--- src/hw/rtl/slt_ram.sv ---
`default_nettype none

module slt_ram #(
    parameter int WIDTH = 8,
    parameter int DEPTH = 256
) (
    input  wire logic                     aclk,
    input  wire logic                     wr_en,
    input  wire logic [$clog2(DEPTH)-1:0] wr_addr,
    input  wire logic [WIDTH-1:0]         wr_data,
    input  wire logic                     rd_en,
    input  wire logic [$clog2(DEPTH)-1:0] rd_addr,
    output logic      [WIDTH-1:0]         rd_data
);

    logic [WIDTH-1:0] mem [DEPTH];

    // single write port, registered read port
    always_ff @(posedge aclk) begin
        if (wr_en) begin
            mem[wr_addr] <= wr_data;
        end
        if (rd_en) begin
            rd_data <= mem[rd_addr];
        end
    end

endmodule

`default_nettype wire

--- config.mk ---
export PLATFORM = sky130hd
export DESIGN_NAME = slt_ram
export DESIGN_NICKNAME = d
export VERILOG_FILES = /design/src/hw/rtl/slt_ram.sv
export SDC_FILE = /design/constraint.sdc
export NUM_CORES = 2
export LEC_CHECK = 0
export BUFFER_PORTS_ARGS = -buffer_cell sky130_fd_sc_hd__buf_2
export CORE_ASPECT_RATIO = 1.2
export CORE_MARGIN = 4
export CORE_UTILIZATION = 28
export CTS_BUF_LIST = sky130_fd_sc_hd__clkbuf_16
export DETAILED_ROUTE_END_ITERATION = 8
export PLACE_DENSITY_LB_ADDON = 0.15
export SKIP_LAST_GASP = 1
export SYNTH_ARGS = -nofsm -noshare
export SYNTH_HDL_FRONTEND = slang
export SYNTH_SLANG_ARGS = --single-unit
--- constraint.sdc ---
create_clock -name aclk -period 3.23 [get_ports aclk]
set_input_delay 0.323 -clock aclk [delete_from_list [all_inputs] [get_ports aclk]]
set_output_delay 0.323 -clock aclk [all_outputs]
set_load 0.005 [all_outputs]
==> metrics.yaml <==
outcome: "complete, no violations"
tritoncts: "yes"
avgSynthCellArea_um2: 21.3
drc: 0
start_kind: "primary input"
core_um2: 283000
hold_path_class: "primary input to register"
routabilityCongestion: 0.801
setup_viol: 0
cap_violations: 0
grt_pass1_vias: 41544
grt_usage_pct: 16.0
seqCellArea_um2: 61700
h-tree-depth: 4
slowest_delay_ps: 1030
cp.arrival_ps: 3570
synthFlopType: "edfxtp_1"
final_cell_area_um2: 95100
pwr-share-clk_pct: 41.7
cp.required_ps: 3790
clk_path_buf_depth: 4
grt_pass1_wl_mm: 333
finalHoldViolations: 0
cpMostUsedCell: "buf_12"
dp_hpwl_mm: 153
intPower_mw: 43.6
cp.buffers_inverters: 4
seqPwrFrac_pct: 52.8
placed_area_um2: 88500
power.density_nw_per_um2: 588
critPathKind: "primary input to register"
area_delta_synth_final_pct: 19.4
synth_area_um2: 79600
async_flop_share_pct: 0
drive_gt1_share_pct: 30.6
fmax_mhz: 333
drv_slew: 0
io_pins: 35
antenna_left: 0
max_slew.worst_pin.slew_ps: 1360
worst_skew_pair.late_latency_ps: 890
peakVddDrop_mv: 0.398
fin_crit_sh_pct: 93.0
synthDistinctLibCells: 54
cts_root_buf: "clkbuf_16"
via_per_inst: 4.77
path_clk_slew_ps: 60
path_max_fanout: 38
die_x_um: 495
layout.nets: 4363
ys_warn_count: 0
utilization_pct: 33.6
switching_share_pct: 22.0
endpoint_kind: "register"
synth_nets: 3760
antenna_found_initial: 20
synthCells: 3733
switchingPower_mw: 12.3
seq_area_frac_synth_pct: 77.5
cts_inserted_buffers: 215
firstDrtPassIters: 7
wire_per_inst_um: 28.7
power_frac_comb_pct: 5.5
port_buffers: 34
skew_ps: 57.7
die_h_um: 592
synth_edf_count: 2056
fill_cells: 26988
slew_headroom_pct: 8.76
rows: 214
dr.first_iter.drc_count: 3272
clock_sinks: 2056
wl_mm: 238
crit_family: "simple AND/OR/NAND/NOR gates"
grt_max_degree: 111
dieArea_um2: 293000
p_leak_nw: 30.1
grt-ovfl-total: 0
crit_slowest_cell: "nor3_1"
min_period_ps: 3000
crit_chain: "buf_8, buf_12, buf_12, buf_12, mux4_2, mux4_2, nor2_1, a2111oi_0, nor3_1, nor4_2"
vias: 39563
multiInputGateArea_um2: 16600
ys_ff_latch: 2056
rsz0062_at_grt: "no"
start_util_pct: 28.1
==> synth_stat cells (all sizes together), types with 27 or more instances <==
master	count	area share (%)
edfxtp	2056	78
nor2	282	1.3
nor4	27	0.24
clkbuf	111	0.52
nand3	34	0.21
o221ai	47	0.52
buf	122	1.3
o22ai	28	0.22
a21oi	96	0.60
mux2i	134	1.7
nand2	33	0.16
mux4	456	13
a22oi	133	1.3
nor2b	31	0.24
==> worst paths after layout <==
kind               startpoint     endpoint  slack (ps)  cells after the start
setup / recovery   rd_addr[1]   rd_data[2]         230                     10
hold / removal     wr_data[3]  mem[173][3]          60                      1
setup reg to reg  mem[129][2]   rd_data[2]         260                      6
hold reg to reg    mem[16][2]   rd_data[2]        1220                      6
==> cell families after synthesis <==
family,share of synthesized area (%)
AO/OA/AOI/OAI,3.42
buffers and inverters,1.83
flip-flops,77.5
multiplexers,14.6
AND/OR/NAND/NOR,2.63
==> worst register-to-register path, cell delays in order (launching register included) <==
cell and delay (ps):
edfxtp_1 360, mux4_2 510, mux4_2 470, nor2_1 100, a2111oi_0 70, nor3_1 1030
nor4_2 120
==> through the flow <==
step	total power [mW]	hold WS, ps	cells	worst slack [ps]	setup TNS, ps
global placement	33.2	793	7891	-797	-4170
CTS	56.7	4.94	8273	1.08	0
floorplan	31.4	422	3733	831	0
global route	57.9	52.2	8296	50.1	0
finish	55.9	64.8	8297	227	0
detailed placement	33.2	797	7891	-792	-3800
==> cells in the final DEF (no fill, tap or decap), types with 4 or more instances in the layout <==
cell type / synthesis / final
edfxtp_1: 2056 / 2056
buf_4: 27 / 513
mux4_2: 454 / 454
nor2_1: 282 / 279
clkbuf_16: 0 / 217
mux2i_1: 134 / 134
a22oi_1: 133 / 133
a21oi_1: 96 / 96
buf_12: 8 / 66
inv_1: 1 / 58
clkinv_1: 1 / 46
o221ai_1: 46 / 46
nand2_1: 33 / 33
clkinv_2: 0 / 32
o22ai_1: 28 / 28
nor2b_1: 31 / 28
nand3_1: 34 / 25
diode_2: 0 / 24
nor3_1: 22 / 22
buf_2: 31 / 22
nor4_1: 24 / 18
a211oi_1: 16 / 16
a221oi_1: 13 / 13
bufinv_16: 0 / 12
nand4_1: 10 / 10
o211ai_1: 10 / 10
o21ai_0: 10 / 10
buf_8: 13 / 10
nor4_2: 3 / 9
nand3_2: 0 / 9
nand2b_1: 8 / 8
a22o_1: 8 / 8
dlygate4sd3_1: 0 / 8
and2_1: 6 / 5
o22a_1: 5 / 5
or2_2: 4 / 4
o32ai_1: 4 / 4
==> cell type report <==
class | instances | share of cell area (%)
flip-flops and latches | 2056 | 64.9
multi-input cells | 1442 | 17.4
repair buffers | 619 | 5.80
clock buffers | 217 | 5.71
well taps | 3780 | 4.97
clock inverters | 157 | 1.08
diodes | 24 | 0.0632
inverters | 2 | 0.00790
==> routing by layer <==
metal,up-vias,global-route usage (%),share of wire [%]
met4,0,5.26,3.2
met1,21476,20.4,41
met3,336,1.72,3.4
li1,16911,-,-
met5,-,0,0
met2,840,28.5,52
==> registers in the layout, indices dropped and copies added, names as in the netlist <==
name and flops:
mem 2048, rd_data 8
==> what timing repair did <==
action	in CTS	in global routing
hold buffers	8	0
gates resized for setup	2	0
hold endpoints to repair	311	0
setup endpoints to repair	1	0
buffers inserted	0	0
==> power by group through the flow <==
stage / logic, mW / registers (mW) / clock network (mW)
2_1_floorplan: 1.43 / 30.0 / 0
3_3_place_gp: 3.19 / 30.1 / 0
3_5_place_dp: 3.19 / 30.1 / 0
4_1_cts: 3.21 / 29.5 / 24.0
5_1_grt: 3.30 / 29.5 / 25.1
6_report: 3.10 / 29.5 / 23.3
No activity file was read; power rests on OpenSTA's default activity.
